==> config.mk <==
export PLATFORM = sky130hd
export DESIGN_NAME = iqlc_out_buf
export DESIGN_NICKNAME = d
export VERILOG_FILES = /design/src/rtl/core/iq_lag_correlation_stats_macros.svh /design/src/rtl/core/iqlc_pkg.sv /design/src/rtl/core/iqlc_out_buf.sv
export SDC_FILE = /design/constraint.sdc
export NUM_CORES = 1
export LEC_CHECK = 0
export BUFFER_PORTS_ARGS = -buffer_cell sky130_fd_sc_hd__buf_2
export CAP_MARGIN = 10
export CORE_AREA = 2 2 308 310
export CTS_CLUSTER_SIZE = 28
export DETAILED_ROUTE_END_ITERATION = 6
export DIE_AREA = 0 0 310 312
export SLEW_MARGIN = 25
export SYNTH_ARGS = -nofsm -noshare
export SYNTH_HDL_FRONTEND = slang
export SYNTH_SLANG_ARGS = --single-unit
==> constraint.sdc <==
create_clock -name i_clk -period 22.4 [get_ports i_clk]
set_input_delay 2.24 -clock i_clk [delete_from_list [all_inputs] [get_ports i_clk]]
set_output_delay 2.24 -clock i_clk [all_outputs]
set_load 0.005 [all_outputs]
==> src/rtl/core/iq_lag_correlation_stats_macros.svh <==
// ----------------------------------------------------------------------------
// IQ lag correlation stats - assertion macros
// Shared concurrent assertion forms, clocked on i_clk with i_rst_n low masking.
// ----------------------------------------------------------------------------
`ifndef IQ_LAG_CORRELATION_STATS_MACROS_SVH
`define IQ_LAG_CORRELATION_STATS_MACROS_SVH

// antecedent implies consequent in the same cycle
`define IQLC_ASSERT_NOW(lbl, ante, cons, msg) \
    lbl: assert property (@(posedge i_clk) disable iff (!i_rst_n) (ante) |-> (cons)) \
        else $error(msg);

// antecedent implies consequent in the next cycle
`define IQLC_ASSERT_NEXT(lbl, ante, cons, msg) \
    lbl: assert property (@(posedge i_clk) disable iff (!i_rst_n) (ante) |=> (cons)) \
        else $error(msg);

`endif

==> src/rtl/core/iqlc_pkg.sv <==
// ----------------------------------------------------------------------------
// IQ lag correlation stats - package
// Widths, limits, shared types and saturating adders.
// ----------------------------------------------------------------------------
package iqlc_pkg;

    localparam int RAW_W            = 16;
    localparam int SAMP_W           = 12;
    localparam int SUM_W            = 22;
    localparam int PROD_W           = 34;
    localparam int MUL_W            = 2 * SAMP_W;
    localparam int MAX_SLOT_SAMPLES = 1024;
    localparam int NUM_LAGS         = 4;
    localparam int HIST_D           = NUM_LAGS - 1;
    localparam int CNT_W            = $clog2(MAX_SLOT_SAMPLES + 1);
    localparam int LAG_W            = 2;

    localparam int IN_DATA_W     = 2 * RAW_W;
    localparam int OUT_FIELD_W   = LAG_W + 2 * SUM_W + 4 * PROD_W + 1;
    localparam int OUT_DATA_W    = ((OUT_FIELD_W + 7) / 8) * 8;
    localparam int OUT_PAD_W     = OUT_DATA_W - OUT_FIELD_W;

    localparam logic [CNT_W-1:0] CNT_MAX  = CNT_W'(MAX_SLOT_SAMPLES);
    localparam logic [LAG_W-1:0] LAST_LAG = LAG_W'(NUM_LAGS - 1);

    typedef logic signed [SAMP_W-1:0] t_samp;

    typedef struct packed {
        logic  valid;
        t_samp si;
        t_samp sq;
        logic  slot_end;
    } t_sample;

    typedef struct packed {
        logic signed [PROD_W-1:0] ii;
        logic signed [PROD_W-1:0] qq;
        logic signed [PROD_W-1:0] iq;
        logic signed [PROD_W-1:0] qi;
    } t_lag_acc;

    typedef struct packed {
        logic                    load;
        logic                    overrun;
        logic signed [SUM_W-1:0] sum_i;
        logic signed [SUM_W-1:0] sum_q;
        t_lag_acc [NUM_LAGS-1:0] lags;
    } t_snapshot;

    function automatic logic signed [SUM_W-1:0] sat_sum(
        input logic signed [SUM_W-1:0]  acc,
        input logic signed [SAMP_W-1:0] add
    );
        logic signed [SUM_W:0] s;
        s = (SUM_W+1)'(acc) + (SUM_W+1)'(add);
        if (s[SUM_W] != s[SUM_W-1]) begin
            return s[SUM_W] ? {1'b1, {(SUM_W-1){1'b0}}} : {1'b0, {(SUM_W-1){1'b1}}};
        end
        return s[SUM_W-1:0];
    endfunction

    function automatic logic signed [PROD_W-1:0] sat_prod(
        input logic signed [PROD_W-1:0] acc,
        input logic signed [MUL_W-1:0]  add
    );
        logic signed [PROD_W:0] s;
        s = (PROD_W+1)'(acc) + (PROD_W+1)'(add);
        if (s[PROD_W] != s[PROD_W-1]) begin
            return s[PROD_W] ? {1'b1, {(PROD_W-1){1'b0}}} : {1'b0, {(PROD_W-1){1'b1}}};
        end
        return s[PROD_W-1:0];
    endfunction

endpackage

==> src/rtl/core/iqlc_out_buf.sv <==
// ----------------------------------------------------------------------------
// IQ lag correlation stats - result buffer
// Holds one slot's results and shifts them out one lag per accepted item.
// ----------------------------------------------------------------------------
module iqlc_out_buf (
    input  logic                            i_clk,
    input  logic                            i_rst_n,
    input  iqlc_pkg::t_snapshot             i_snap,
    output logic                            o_buf_free,
    output logic                            o_tvalid,
    input  logic                            i_tready,
    output logic [iqlc_pkg::OUT_DATA_W-1:0] o_tdata,
    output logic                            o_tlast
);

    logic                                   r_busy;
    logic [iqlc_pkg::LAG_W-1:0]             r_idx;
    iqlc_pkg::t_lag_acc [iqlc_pkg::NUM_LAGS-1:0] r_lags;
    logic signed [iqlc_pkg::SUM_W-1:0]      r_sum_i;
    logic signed [iqlc_pkg::SUM_W-1:0]      r_sum_q;
    logic                                   r_ovf;
    logic                                   w_take;
    logic                                   w_last;

    assign w_take     = r_busy && i_tready;
    assign w_last     = (r_idx == iqlc_pkg::LAST_LAG);
    // a new snapshot may land as the last lag leaves
    assign o_buf_free = !r_busy || (i_tready && w_last);

    always_ff @(posedge i_clk) begin
        if (!i_rst_n) begin
            r_busy <= 1'b0;
            r_idx  <= '0;
        end else if (i_snap.load) begin
            r_busy <= 1'b1;
            r_idx  <= '0;
        end else if (w_take) begin
            r_busy <= !w_last;
            r_idx  <= r_idx + 1'b1;
        end
    end

    always_ff @(posedge i_clk) begin
        if (i_snap.load) begin
            r_lags  <= i_snap.lags;
            r_sum_i <= i_snap.sum_i;
            r_sum_q <= i_snap.sum_q;
            r_ovf   <= i_snap.overrun;
        end else if (w_take) begin
            for (int k = 0; k < iqlc_pkg::NUM_LAGS - 1; k++) begin
                r_lags[k] <= r_lags[k+1];
            end
        end
    end

    assign o_tvalid = r_busy;
    assign o_tlast  = w_last;
    assign o_tdata  = {{iqlc_pkg::OUT_PAD_W{1'b0}}, r_ovf,
                       r_lags[0].qi, r_lags[0].iq, r_lags[0].qq, r_lags[0].ii,
                       r_sum_q, r_sum_i, r_idx};

endmodule

## Word-level counts from Yosys, hierarchy flattened

Cells that the tools add are included.
Widths: inputs -> output; s select.

| storage, ports and cells | value |
|---|---|
| bits in registers | 592 |
| input bits | 593 |
| output and inout bits | 187 |
| word-level logic and storage cells | 35 |

| cells by class | value |
|---|---|
| $add $sub $neg | 1 |
| equality and inequality tests | 1 |
| muxes and demuxes | 4 |
| bitwise operators | 1 |
| reduce and logical (&&, ||, !) cells | 7 |

Operators by type and width:

| cell | number |
|---|---|
| $mux 408 | 2 |
| $add 2x1->2 const B | 1 |
| $eq 2x2->1 const B | 1 |
| $logic_and 1x1->1 | 2 |
| $logic_not 1->1 | 2 |
| $mux 1 | 2 |
| $reduce_bool 2->1 | 1 |
| $reduce_or 2->1 | 1 |
| $logic_or 1x1->1 | 1 |
| $not 1->1 | 1 |

## Depth between registers and ports, before layout

| logic depth | value |
|---|---|
| depth after elaboration | 4 |
| depth in mapped cells | 4 |
| depth with buffers taken out | 3 |

## Worst setup path before layout

No wires, ideal clock.

| timing | value |
|---|---|
| path type | input-to-reg |
| start point | input i_snap[589] in the netlist's numbering |
| end point | register r_lags, in the netlist o_tdata[100], enable pin |
| setup time | 0.772 ns |
| arrival time | 10.858 ns |
| required time | 21.628 ns |
| path slack | 10.770 ns |
| stages | 4 |
| buffers on the path | 3 |
| cell sequence | buf_2 buf_6 buf_6 a21o_1 |

| between the ends | value |
|---|---|
| longest elaborated chain between the ends | 1 |

Ends and longest elaborated chain:

| what | line | source |
|---|---|---|
| start, declared | iqlc_out_buf.sv:8 | `input iqlc_pkg::t_snapshot i_snap,` |
| $reduce_bool 2->1 (no line) | - |  |
| end signal, assigned | iqlc_out_buf.sv:45 | `r_lags <= i_snap.lags;` |
| end signal, assigned by index | iqlc_out_buf.sv:51 | `r_lags[k] <= r_lags[k+1];` |
| end, declared | iqlc_out_buf.sv:18 | `iqlc_pkg::t_lag_acc [iqlc_pkg::NUM_LAGS-1:0] r_lags;` |

No other way between the ends.
A chain may end at the register's enable or synchronous reset.

## Worst setup path after layout

| timing | value |
|---|---|
| start point | input i_snap[589] in the netlist's numbering |
| end point | register r_lags[324] in the netlist's numbering, enable pin |

The elaborated chain is that of the path after synthesis.

==> key figures <==
Status
  – Status: completed

Detailed routing
  – Post-route ant nets: 0
  – DR pass1 iterations: 6
  – Vias per Instance: between 3 and 4
  – Detailed Route Iter0 Violations: roughly 840
  – Routed Wire Length: ~59,000 µm
  – Wirelength per Cell: between 15 and 20 µm
  – Vias: between 10,000 and 15,000
  – Remaining DRCs: 0

Run
  – Max-Cap Viols: 0

STA
  – Worst slew pin tran: between 1 and 1.5 ns
  – Min Tclk post-route: between 5 and 6 ns
  – Slew HR: a little under a third
  – Fin. max-slew vios: 0
  – Fmax achieved: between 150 and 200 MHz
  – Hold Worst Slack: 0.526 ns
  – Final Setup Violations: 0
  – Clock skew: ~0.026 ns
  – RSZ-0062 raised after global routing: no
  – Final TNS setup: 0 ns
  – Final period util: 26.7%
  – Fin. Hold Viols: 0
  – Post-route setup slack: between 15 and 20 ns

Clocking
  – Clock buffer depth: 3
  – # clock sinks: just under 600
  – CTS tree: done
  – Clock root buffer: clkbuf_16
  – Hold Buf Count CTS: 0
  – # resized after CTS: 0
  – Worst-path clk slew: 0.06 ns
  – CTS Buf Count: 69
  – Setup Buffers After CTS: 0
  – H-tree depth: 3
  – Clock latency on the worst-skew pair: a little over 0.6 ns

Worst setup path
  – Critical Path RT: about 23 ns
  – Crit path DAT: just over 6 ns
  – Crit path top cell by count: buf_4
  – Worst setup path startpoint: i_snap[589]
  – Reg2reg start: o_tvalid
  – CP max FO: 93
  – Startpoint Class: input pin
  – Max stage delay cell, worst path: buf_4
  – Critical Path End Type: register
  – Largest stage delay on the critical path: between 0.8 and 0.9 ns
  – WS Path Type: input pin to register
  – Worst path cell trace: buf_8, a21o_4, buf_4, buf_4, buf_4

Synth
  – Most used DFF post-synth: edfxtp_1
  – Post-synth top area share: 73.2%
  – Cell taking the most area after synthesis: edfxtp_1
  – Avg Cell Area, Syn: roughly 20 µm²
  – Number of synthesized flops with an enable pin: about 590
  – Synth warn: 0
  – Cells after Synth: 1,197
  – Netlist Area Pre-Place: between 20,000 and 25,000 µm²
  – Net Count, Synth: about 1,800
  – Synth unique cells: 19
  – Synthesized flop and latch total: around 600
  – Async SR Flop Fraction: 0%
  – Post-synthesis sequential area ratio: 73.5%
  – Synth top area cells: edfxtp_1, mux2_2, buf_4

Global routing
  – Largest net degree at the start of global routing: 94
  – Grt ovf: 0
  – Total GRT Usage: 11.7%
  – Vias in the first global route: between 10,000 and 15,000
  – Initial antenna violation count: 30
  – First-pass GRT wire length: about 84,000 µm

Die
  – Die ar.: just under 100,000 µm²
  – Die W: 310 µm
  – # rows: roughly 110
  – Initial Util: about a quarter
  – Die Y: 312 µm
  – Ports: 780
  – Placeable Area: between 90,000 and 100,000 µm²

Placement
  – Gpl congestion: ~0.8
  – DP HPWL: roughly 44,000 µm
  – Number of port buffers: 778
  – Placement Setup Slack: roughly 16 ns
  – DP Area: ~28,000 µm²

Final layout
  – Share of cells above drive strength 1: 66.0%
  – Commonest non-fill, non-tap cell in the layout: buf_2
  – NumNets Final: 2,469
  – Synth-to-layout area growth: 26.2%
  – Commonest cells after routing, fill and taps aside: buf_2, edfxtp_1, mux2_2
  – Finished Cell Area: about 30,000 µm²

Min path
  – Hold crit path type: register to register
  – Hold path start: r_lags[470]

Pwr
  – Power Total: ~2700 µW
  – IR Drop Worst-Case VDD: roughly 0.000056 V
  – Lkg Pwr: 0.0119 µW
  – Cell Pwr Density: roughly 88 nW/µm²
stage by stage:
stage               std cells  util [%]
floorplan                1197         -
global placement         3057      30.3
detailed placement       3057      30.3
CTS                      3179      32.7
global route             3196      32.7
finish                   3197      32.8
cells in the mapped netlist, types with 2 or more instances:
cell type and instances:
buf_2 3, a21oi_1 2, mux2_4 50, buf_6 43, dfxtp_1 3, mux2_2 333
buf_4 138, a21bo_2 2, edfxtp_1 589, mux2_1 25
critical path, delay by kind of cell:
kind	cells	cell delay, ns
AOI/OAI and AO/OA	1	0.63
buffers and inverters	4	3.00
where the power goes:
group / switching [µW] / internal, µW
registers: 28.8 / 1340
logic: 97.7 / 122
clock network: 443 / 658
worst paths after layout:
check | to | slack, ns | cells past startpoint
worst max-delay path | r_lags[324] | 16.42 | 5
worst min-delay path | r_lags[334] | 0.53 | 1
worst max register to register | r_lags[324] | 18.19 | 4
worst min register to register | r_lags[334] | 0.53 | 1
logic make-up (layout without fill, tap and decap cells):
family                     after synthesis  after routing  synth area share [%]
AOI/OAI and AO/OA                        7              7                 0.218
adders and majority gates                1              1                0.0518
buffers and inverters                  185            914                  6.37
DFF                                    592            592                  73.5
muxes                                  408            408                  19.8
other                                    1             18                0.0155
and+or+nand+nor                          3              3                0.0777
cell type report:
type	instances	area [µm²]
fillers	9169	62600
flip-flops and latches	592	17700
multi-input cells	420	4880
repair buffers	791	4030
clock buffers	85	1850
well taps	1254	1570
clock inverters	37	360
diodes	17	42.5
inverters	1	3.75
routing by layer:
metal,vias to the layer above,share of wire (%),GRT usage [%]
met5,-,0.11,0
met4,10,3.4,5.16
met3,123,9.0,4.76
met2,513,52,20.9
met1,6102,35,12.0
li1,5888,-,-
sequential cells by signal (all words and copies together) (netlist names):
| register | cells |
|---|---|
| r_sum_q | 22 |
| r_lags | 408 |
| r_idx | 2 |
| r_sum_i | 22 |
| o_tdata | 136 |
| o_tvalid | 1 |
| r_ovf | 1 |
Note: power is estimated with default switching activity, not from simulation.
