[src/rtl/core/iq_lag_correlation_stats_macros.svh]
// ----------------------------------------------------------------------------
// IQ lag correlation stats - assertion macros
// Shared concurrent assertion forms, clocked on i_clk with i_rst_n low masking.
// ----------------------------------------------------------------------------
`ifndef IQ_LAG_CORRELATION_STATS_MACROS_SVH
`define IQ_LAG_CORRELATION_STATS_MACROS_SVH

// antecedent implies consequent in the same cycle
`define IQLC_ASSERT_NOW(lbl, ante, cons, msg) \
    lbl: assert property (@(posedge i_clk) disable iff (!i_rst_n) (ante) |-> (cons)) \
        else $error(msg);

// antecedent implies consequent in the next cycle
`define IQLC_ASSERT_NEXT(lbl, ante, cons, msg) \
    lbl: assert property (@(posedge i_clk) disable iff (!i_rst_n) (ante) |=> (cons)) \
        else $error(msg);

`endif

[src/rtl/core/iqlc_pkg.sv]
// ----------------------------------------------------------------------------
// IQ lag correlation stats - package
// Widths, limits, shared types and saturating adders.
// ----------------------------------------------------------------------------
package iqlc_pkg;

    localparam int RAW_W            = 16;
    localparam int SAMP_W           = 12;
    localparam int SUM_W            = 22;
    localparam int PROD_W           = 34;
    localparam int MUL_W            = 2 * SAMP_W;
    localparam int MAX_SLOT_SAMPLES = 1024;
    localparam int NUM_LAGS         = 4;
    localparam int HIST_D           = NUM_LAGS - 1;
    localparam int CNT_W            = $clog2(MAX_SLOT_SAMPLES + 1);
    localparam int LAG_W            = 2;

    localparam int IN_DATA_W     = 2 * RAW_W;
    localparam int OUT_FIELD_W   = LAG_W + 2 * SUM_W + 4 * PROD_W + 1;
    localparam int OUT_DATA_W    = ((OUT_FIELD_W + 7) / 8) * 8;
    localparam int OUT_PAD_W     = OUT_DATA_W - OUT_FIELD_W;

    localparam logic [CNT_W-1:0] CNT_MAX  = CNT_W'(MAX_SLOT_SAMPLES);
    localparam logic [LAG_W-1:0] LAST_LAG = LAG_W'(NUM_LAGS - 1);

    typedef logic signed [SAMP_W-1:0] t_samp;

    typedef struct packed {
        logic  valid;
        t_samp si;
        t_samp sq;
        logic  slot_end;
    } t_sample;

    typedef struct packed {
        logic signed [PROD_W-1:0] ii;
        logic signed [PROD_W-1:0] qq;
        logic signed [PROD_W-1:0] iq;
        logic signed [PROD_W-1:0] qi;
    } t_lag_acc;

    typedef struct packed {
        logic                    load;
        logic                    overrun;
        logic signed [SUM_W-1:0] sum_i;
        logic signed [SUM_W-1:0] sum_q;
        t_lag_acc [NUM_LAGS-1:0] lags;
    } t_snapshot;

    function automatic logic signed [SUM_W-1:0] sat_sum(
        input logic signed [SUM_W-1:0]  acc,
        input logic signed [SAMP_W-1:0] add
    );
        logic signed [SUM_W:0] s;
        s = (SUM_W+1)'(acc) + (SUM_W+1)'(add);
        if (s[SUM_W] != s[SUM_W-1]) begin
            return s[SUM_W] ? {1'b1, {(SUM_W-1){1'b0}}} : {1'b0, {(SUM_W-1){1'b1}}};
        end
        return s[SUM_W-1:0];
    endfunction

    function automatic logic signed [PROD_W-1:0] sat_prod(
        input logic signed [PROD_W-1:0] acc,
        input logic signed [MUL_W-1:0]  add
    );
        logic signed [PROD_W:0] s;
        s = (PROD_W+1)'(acc) + (PROD_W+1)'(add);
        if (s[PROD_W] != s[PROD_W-1]) begin
            return s[PROD_W] ? {1'b1, {(PROD_W-1){1'b0}}} : {1'b0, {(PROD_W-1){1'b1}}};
        end
        return s[PROD_W-1:0];
    endfunction

endpackage

[src/rtl/core/iqlc_in_reg.sv]
// ----------------------------------------------------------------------------
// IQ lag correlation stats - input register
// Decodes the raw words to 12-bit samples and holds one item for the accumulator.
// ----------------------------------------------------------------------------
module iqlc_in_reg (
    input  logic                          i_clk,
    input  logic                          i_rst_n,
    input  logic                          i_tvalid,
    output logic                          o_tready,
    input  logic [iqlc_pkg::IN_DATA_W-1:0] i_tdata,
    input  logic                          i_tlast,
    input  logic                          i_take,
    output iqlc_pkg::t_sample             o_sample
);

    logic                  r_valid;
    iqlc_pkg::t_samp       r_si;
    iqlc_pkg::t_samp       r_sq;
    logic                  r_end;
    logic                  w_load;

    assign o_tready = !r_valid || i_take;
    assign w_load   = i_tvalid && o_tready;

    always_ff @(posedge i_clk) begin
        if (!i_rst_n) begin
            r_valid <= 1'b0;
        end else if (w_load) begin
            r_valid <= 1'b1;
        end else if (i_take) begin
            r_valid <= 1'b0;
        end
    end

    // sample sits in bits 15..4 of each raw word
    always_ff @(posedge i_clk) begin
        if (w_load) begin
            r_si  <= i_tdata[iqlc_pkg::RAW_W-1 -: iqlc_pkg::SAMP_W];
            r_sq  <= i_tdata[2*iqlc_pkg::RAW_W-1 -: iqlc_pkg::SAMP_W];
            r_end <= i_tlast;
        end
    end

    always_comb begin
        o_sample.valid    = r_valid;
        o_sample.si       = r_si;
        o_sample.sq       = r_sq;
        o_sample.slot_end = r_end;
    end

endmodule

[config.mk]
export PLATFORM = sky130hd
export DESIGN_NAME = iqlc_in_reg
export DESIGN_NICKNAME = d
export VERILOG_FILES = /design/src/rtl/core/iq_lag_correlation_stats_macros.svh /design/src/rtl/core/iqlc_pkg.sv /design/src/rtl/core/iqlc_in_reg.sv
export SDC_FILE = /design/constraint.sdc
export NUM_CORES = 1
export LEC_CHECK = 0
export BUFFER_PORTS_ARGS = -buffer_cell sky130_fd_sc_hd__buf_2
export CELL_PAD_IN_SITES_DETAIL_PLACEMENT = 0
export CELL_PAD_IN_SITES_GLOBAL_PLACEMENT = 1
export CORE_MARGIN = 3
export CORE_UTILIZATION = 26
export CTS_CLUSTER_DIAMETER = 120
export CTS_CLUSTER_SIZE = 40
export DETAILED_ROUTE_END_ITERATION = 8
export PLACE_DENSITY_LB_ADDON = 0.1
export SYNTH_ARGS = -nofsm -noshare
export SYNTH_HDL_FRONTEND = slang
export SYNTH_SLANG_ARGS = --single-unit
[constraint.sdc]
create_clock -name i_clk -period 1.26 [get_ports i_clk]
set_clock_uncertainty 0.2 [all_clocks]
set_input_delay 0.189 -clock i_clk [delete_from_list [all_inputs] [get_ports i_clk]]
set_output_delay 0.189 -clock i_clk [all_outputs]
set_load 0.1 [all_outputs]
Word level (Yosys, flattened, before mapping) --
Index checks and enable logic that the tools add are counted.
Word-level totals: flip-flop bits (word level) 26, bits of input ports 37, output and inout bits 27, logic and storage cells 10
Operators by class: multiplexer cells 2, reduce and logical (&&, ||, !) cells 4
Operators with widths (count):
- $mux W1 | 2
- $reduce_bool A2 Y1 | 1
- $logic_and A1 B1 Y1 | 1
- $logic_not A1 Y1 | 1
- $logic_or A1 B1 Y1 | 1

Depth between registers and ports, before layout --
Gate-level depths: netlist of run 1.
word-level depth 4, depth in mapped cells 2

Least setup slack after synthesis of run 1 --
Ideal clock, no wire load.
kind register to register, start register r_valid, end register r_end (enable), arrival time 945 ps, data required time 732 ps, path slack -213 ps, cell stages (with the launch flop) 3, clock period less this slack 1473 ps, cells stage by stage dfxtp_1 > nand2b_4 > and2_4
On the way: cells in the longest elaborated chain, start to end 3
RTL lines:
- start: declaration | RTL line iqlc_in_reg.sv:16 | logic r_valid;
- start signal: assignment | RTL line iqlc_in_reg.sv:27 | r_valid <= 1'b0;
- start signal: assignment | RTL line iqlc_in_reg.sv:29 | r_valid <= 1'b1;
- start signal: assignment | RTL line iqlc_in_reg.sv:31 | r_valid <= 1'b0;
- $logic_not A1 Y1 | RTL line iqlc_in_reg.sv:22 | assign o_tready = !r_valid || i_take;
- $logic_or A1 B1 Y1 | RTL line iqlc_in_reg.sv:22
- via o_tready | RTL line iqlc_in_reg.sv:9 | output logic o_tready,
- $logic_and A1 B1 Y1 | RTL line iqlc_in_reg.sv:23 | assign w_load = i_tvalid && o_tready;
- via w_load | RTL line iqlc_in_reg.sv:20 | logic w_load;
- end signal: assignment | RTL line iqlc_in_reg.sv:40 | r_end <= i_tlast;
- end: declaration | RTL line iqlc_in_reg.sv:19 | logic r_end;
The timed path passes the listed nets, and every way through them passes these cells. A chain may end at the register's enable or synchronous reset.

Worst setup path in the final report of run 1 --
start register r_valid, end output o_tready
On the way: cells in the longest elaborated chain, start to end 2
RTL lines (RTL line):
- $logic_not A1 Y1 | iqlc_in_reg.sv:22
- $logic_or A1 B1 Y1 | iqlc_in_reg.sv:22
- end: declaration | iqlc_in_reg.sv:9
No other way between the ends.

==> results of run 1 <==
## state kept, by name, summed over array words and instances, names as in the netlist
register / count
r_end: 1
r_si: 12
r_valid: 1
r_sq: 12
## stage by stage
stage / setup WS (ns) / cell area, um2 / utilization
2_1_floorplan: -0.213 / 825 / -
3_3_place_gp: 0.00809 / 1560 / 0.542
3_5_place_dp: -0.00969 / 1560 / 0.542
4_1_cts: -0.163 / 1890 / 0.658
5_1_grt: -0.194 / 1900 / 0.660
6_report: -0.142 / 1900 / 0.660
## per-layer routing
metal  share of wire  track usage  vias to the layer above
li1                -            -                      296
met1            0.32       0.0880                      280
met3           0.079       0.0360                        0
met5               0            0                        -
met2            0.60        0.204                       31
met4               0       0.0331                        0
## tightest hold or removal path: stages
cell	delay [ns]
buf_2	0.08
nand2b_4	0.11
buf_6	0.10
buf_4	0.09
buf_4	0.10
a21boi_2	0.04
## area by class of cell
class	instances	area [um2]
timing repair buffer	86	985
fill	211	977
sequential	26	772
tap	42	52.6
multi-input combinational	3	33.8
clock inverter	1	30.0
clock buffer	3	22.5
inverter	1	3.75
## cells in the mapped netlist
library cell  number  area [um2]
edfxtp_1          25         751
buf_4              2        15.0
a21boi_2           1        11.3
and2_4             1        8.76
dfxtp_1            1        20.0
inv_1              1        3.75
nand2b_4           1        13.8
## placed cells by master, fill, tap and decap left out
cell	synthesis	layout
a21boi_2	1	1
and2_4	1	1
buf_12	0	27
buf_2	0	28
buf_4	2	3
buf_6	0	1
bufinv_16	0	1
clkbuf_4	0	3
dfxtp_2	0	1
dlygate4sd3_1	0	27
edfxtp_1	25	25
inv_1	1	1
nand2b_4	1	1
## timing repair
item                       CTS  global route
hold buffers                27             0
hold endpoints to repair    26             0
setup buffers                1             1
resized for setup            1             0
setup endpoints to repair   52            52
## cell families (layout without fill, tap and decap cells)
| kind of cell | count (synthesis) | count (layout) | share of synthesized area |
|---|---|---|---|
| flip-flops | 26 | 26 | 0.936 |
| buffers and inverters | 3 | 91 | 0.0228 |
| AND/OR/NAND/NOR | 2 | 2 | 0.0274 |
| AO/OA/AOI/OAI | 1 | 1 | 0.0137 |
## worst paths after layout
check	slack, ns	depth (start not counted)	end	startpoint
worst max-delay path	-0.14	3	o_tready	r_valid$_SDFFE_PN0P_
worst min register to register	0.57	5	r_valid$_SDFFE_PN0P_	r_valid$_SDFFE_PN0P_
worst max register to register	-0.02	2	r_si[2]$_DFFE_PP_	r_valid$_SDFFE_PN0P_
worst min-delay path	0.22	6	r_valid$_SDFFE_PN0P_	i_take
## power groups by stage
stage / sequential (mW) / clock, mW / combinational [mW]
3_5_place_dp: 1.07 / 0 / 0.643
4_1_cts: 1.05 / 0.584 / 0.711
2_1_floorplan: 1.37 / 0 / 0.0694
3_3_place_gp: 1.07 / 0 / 0.639
5_1_grt: 1.05 / 0.618 / 0.730
6_report: 1.05 / 0.562 / 0.710
==> out/summary.md, run 1 <==
Switching power: 707 uW. In this run the count of I/O pins placed on the die edge is 64. The minimum period implied by the final worst setup slack is 1.40 ns, and the number of standard cells after synthesis is 32.

The worst-case IR drop observed on VDD is 0.621 mV. The run gives 0.242 as the relative contribution of the clock network to total power. The tools report the starting density of the core as 0.286. The pin count of the biggest net entering global routing was 26; the final count of hold timing violations was 0. Routability-driven placement finished with a final weighted congestion of 0.600. For this design the static power due to leakage is 0.796 nW. Of all nets on the critical path, the largest fanout is 2. The standard-cell row count came out at 19.

Together, buffers and inverters on the worst path number 2. The count of final max-slew check failures was 0; the final cycle utilization of the critical path was 1.11. The arrival time at the worst endpoint is 1.01 ns. The die outline height came out at 62.3 um. Width of the die: 62.3 um. The residual DRC count is 0.

The fraction of power spent switching nets is 0.305, and the count of port buffers added during placement is 55. For the share of total power in sequential cells, the log shows 0.452. The tools report the initial antenna violation count as 0.

The worst hold path belongs to the class in -> reg. Setup repair after global routing could not meet its margin everywhere. Traced cell by cell, the critical path runs through nand2b_4 > buf_6 > buf_12.

The measured slew at the worst slew-check pin was 0.320 ns. The aggregate global-route resource usage came out at 0.100. Total number of yosys warnings: 0.

The synthesized design contains 26 register bits. The power density normalized to cell area is 1220 nW/um2, and the number of distinct standard cells referenced by the synthesized netlist is 7. The share of synthesized area occupied by flip-flops and latches came out at 0.936. The post-synthesis to final-layout area growth is 131%, and the number of antenna-violating nets in the routed design is 0. The maximum level of the CTS H-tree was 1; the average detailed-routed wire length per instance was 11.4 um.

The repair_antennas step left the layout with diodes totalling 0. The die covers 3880 um2. Detailed routing inserted a total of 607 vias. The buffer levels on the longest clock path came out at 2. The setup violation total in the final timing report came out at 52. Across all hold checks on the routed design, the worst slack comes to 0.215 ns.

The combinational cell fraction of total power is 0.306, and the relative slew slack is 0.787. The first TritonRoute pass finished after 3 iterations. The final layout contains routed wiring with a total length of 1850 um.

Data on the critical path is required at its endpoint by 0.87 ns. The worst-path cell with the longest stage delay was dfxtp_2. The netlist area before placement was 823 um2; the post-placement cell count was 129. The number of clock buffers added by TritonCTS is 3. The violation count after the first detailed-routing iteration is 4. The cell class contributing the biggest share of worst-path delay was flip-flops.

In the final timing run, aggregate negative setup slack is -2.35 ns. The total congestion overflow was 0; the number of maximum-capacitance constraint violations was 0. The final reports fail on setup timing. CTS placed an instance of clkbuf_4 at the clock tree root. The run gives 162 as the number of non-filler instances in the completed layout. The tools report the endpoint type of the worst setup path as a primary output. The tree built by TritonCTS fans out to 26 sinks.

The internal portion of the total power is 1.61 mW. The run gives -0.142 ns as the setup slack of the critical path after layout. For this run, the post-layout net count is 158.

The via count of the first global-routing pass came out at 660. The logs give 2880 um2 for the total core area and 2.32 mW for the overall power consumption. The detail-routed via count per cell was 3.75; the average footprint of a synthesized cell was 25.7 um2. STA classifies the critical path startpoint as a flip-flop. TritonCTS built the clock tree. The CTS clock-pin slew for the worst setup and hold paths came out at 0.13 ns. When the netlist entered floorplanning its net count stood at 69. The clock reaches the later pin of the worst-skew pair after 0.31 ns. On the worst path, the slowest cell contributes a delay of 0.37 ns.

The category of the most critical setup path is reg -> out. The run finished, with violations left. The first global-routing pass estimated 3020 um of wire.

Timing would allow up to 713 MHz. The share of final-layout standard cells stronger than drive strength 1 was 0.558.
(Power assumes the default switching activity.)
==> inputs of run 2 (changes only) <==
Settings changed: SETUP_SLACK_MARGIN from default to 0.1.
==> out/summary.md, run 2 (synthesis results as in run 1) <==
The measured slew at the worst slew-check pin was 0.320 ns; the post-placement worst setup slack was -0.00969 ns. The design draws 2.32 mW. The starting density of the core was 0.286.

The relative slew slack came out at 0.787. The logs give 19 for the standard-cell row count and -2.35 ns for the setup TNS. The tools report the aggregate global-route resource usage as 0.100. The arrival time at the worst endpoint is 1.01 ns, and the required time at the endpoint of the critical path is 0.87 ns.

The final cycle utilization of the critical path is 1.11. The largest individual stage delay along the critical path comes from the cell dfxtp_2. The root cell of the clock tree was clkbuf_4.

The setup violation total in the final timing report is 52, and the average detailed-routed wire length per instance is 11.5 um. In this run the worst path has a maximum fanout of 2. Final antenna diode count: 0. The setup slack of the critical path after layout is -0.142 ns.

In this run the critical register-to-register path is captured at r_si[2]$_DFFE_PP_. The relative contribution of the clock network to total power came out at 0.242. The worst setup path is launched from a flip-flop. The clock drives 26 sinks. The run finished, with violations left. The utilization after layout is 0.662. The detail-routed via count per cell is 3.74, and the buffer and inverter count on the worst path is 2. The logs give 3 for the number of clock buffers inserted by TritonCTS and 0.306 for the combinational cell fraction of total power. The longest clock path from root to sink contains 2 buffers. In this run the remaining antenna-violating nets after routing total 0.

Port buffering added 55 buffers. The count of cells in the finished layout, fillers not included, comes to 162. The initial antenna violation count was 0.

The floorplan step defined a die boundary enclosing 3880 um2. The worst setup path is of the reg -> out kind. The share of final-layout standard cells stronger than drive strength 1 works out to 0.558. The pre-antenna-repair detailed-routing pass consisted of 3 iterations. The total core area is 2880 um2, and the routability congestion estimate from global placement is 0.600. Maximum clock frequency: 713 MHz.

TritonCTS built the clock tree. The number of maximum-capacitance constraint violations came out at 0. The die is 62.3 um tall. The net count of the finished layout is 158. At the later pin of the worst-skew pair, clock insertion delay measures 0.31 ns. Peak ir drop on the vdd network: 0.620 mV.

The commonest non-fill, non-tap cell in the layout is buf_2. The class of the tightest hold or removal check is in -> reg. The run gives 5 as the violation count after the first detailed-routing iteration. The floorplan step set the die width to 62.3 um. The minimum period implied by the final worst setup slack is 1.40 ns. Setup repair after global routing could not meet its margin everywhere.

In the routed design, unresolved DRC markers number 0. The tools report the worst hold path endpoint as r_valid$_SDFFE_PN0P_. The first global-routing pass estimated 3020 um of wire.

Pin placement for this block handled 64 I/O pins. The final reports fail on setup timing. For the via count of the first global-routing pass, the log shows 658.

The routed layout has 606 vias. Power spread over the standard cell area amounts to 1220 nW/um2. The cell count of the worst hold path works out to 6.

The worst register-to-register path has a depth of 2. From synthesis to final layout, the design area changed by 131%. The delay contributed by the slowest stage of the critical path was 0.37 ns. After clock tree synthesis, the clock-pin slew on the worst setup and hold paths is 0.13 ns. The fraction of power spent switching nets came out at 0.305. The tools report the final count of hold timing violations as 0. The largest registers in the layout are r_si x12, r_sq x12. The post-placement cell count is 129, and the count of final max-slew check failures is 0. In the layout the commonest cells are buf_2, dlygate4sd3_1, buf_12. Across all register-to-register paths, the minimum setup slack is -0.02 ns. Origin of the critical flop-to-flop path: r_valid$_SDFFE_PN0P_. The analysis attributes to cell leakage a power of 0.797 nW. The worst setup path is captured at a primary output. The maximum level of the CTS H-tree was 1. The cell class contributing the biggest share of worst-path delay was flip-flops. The signal on the critical path passes through nand2b_4 > buf_6 > buf_12.

The logs give 0 for the total congestion overflow and 1.61 mW for the internal portion of total power. The analysis attributes to net switching a power of 707 uW. The routed design has 1870 um of wire. The pin count of the biggest net entering global routing was 26. The startpoint identified for the worst hold timing path is i_take. Share of total power in sequential cells: 0.452.
run 2: cell count changes in the layout (fill, tap and decap cells not counted):
cell / change
buf_4: -1
buf_6: +1
run 2: tightest hold or removal path, cell delays in order:
cell and delay [ns]:
buf_2 0.08, nand2b_4 0.11, buf_6 0.10, buf_4 0.10, buf_6 0.08, a21boi_2 0.03
run 2: repair_timing:
item,in CTS,in global routing
endpoints found under the setup margin,52,52
buffers inserted,1,1
pin swaps,0,1
hold endpoints to repair,26,0
hold buffers,27,0
resized for setup,1,1
run 2: stage by stage:
step | area, um2 | hold slack [ns]
floorplan | 825 | 0.0879
global placement | 1560 | 0.166
detailed placement | 1560 | 0.167
CTS | 1890 | 0.107
global route | 1900 | 0.193
finish | 1900 | 0.199
run 2: layer usage:
layer  global-route usage  part of all wire  wire length [um]  vias to the layer above
met2                0.204              0.60              1120                       31
li1                     -                 -                 -                      296
met1               0.0880              0.32               607                      279
met4               0.0331                 0                 0                        0
met3               0.0360             0.078               146                        0
met5                    0                 0                 0                        -
run 2: worst max path at each step:
stage | startpoint | endpoint | slack [ns] | cells after the start
3_5_place_dp | i_take | r_si[3]$_DFFE_PP_ | -0.01 | 3
5_1_grt | r_valid$_SDFFE_PN0P_ | o_tready | -0.19 | 3
4_1_cts | r_valid$_SDFFE_PN0P_ | o_tready | -0.16 | 3
2_1_floorplan | r_valid$_SDFFE_PN0P_ | r_end$_DFFE_PP_ | -0.21 | 2
3_3_place_gp | r_valid$_SDFFE_PN0P_ | r_sq[4]$_DFFE_PP_ | 0.008 | 2
6_report | r_valid$_SDFFE_PN0P_ | o_tready | -0.14 | 3
run 2: area by class of cell:
type,count,area (um2)
timing repair buffer,86,988
fill,212,973
sequential,26,772
tap,42,52.6
multi-input combinational,3,33.8
clock inverter,1,30.0
clock buffer,3,22.5
inverter,1,3.75
run 2: power groups by stage:
stage                     Combinational, mW  Sequential (mW)  Clock (mW)
after global placement                0.639             1.07           0
after CTS                             0.711             1.05       0.584
after global routing                  0.732             1.05       0.618
final                                 0.711             1.05       0.562
after floorplan                      0.0694             1.37           0
after detailed placement              0.643             1.07           0
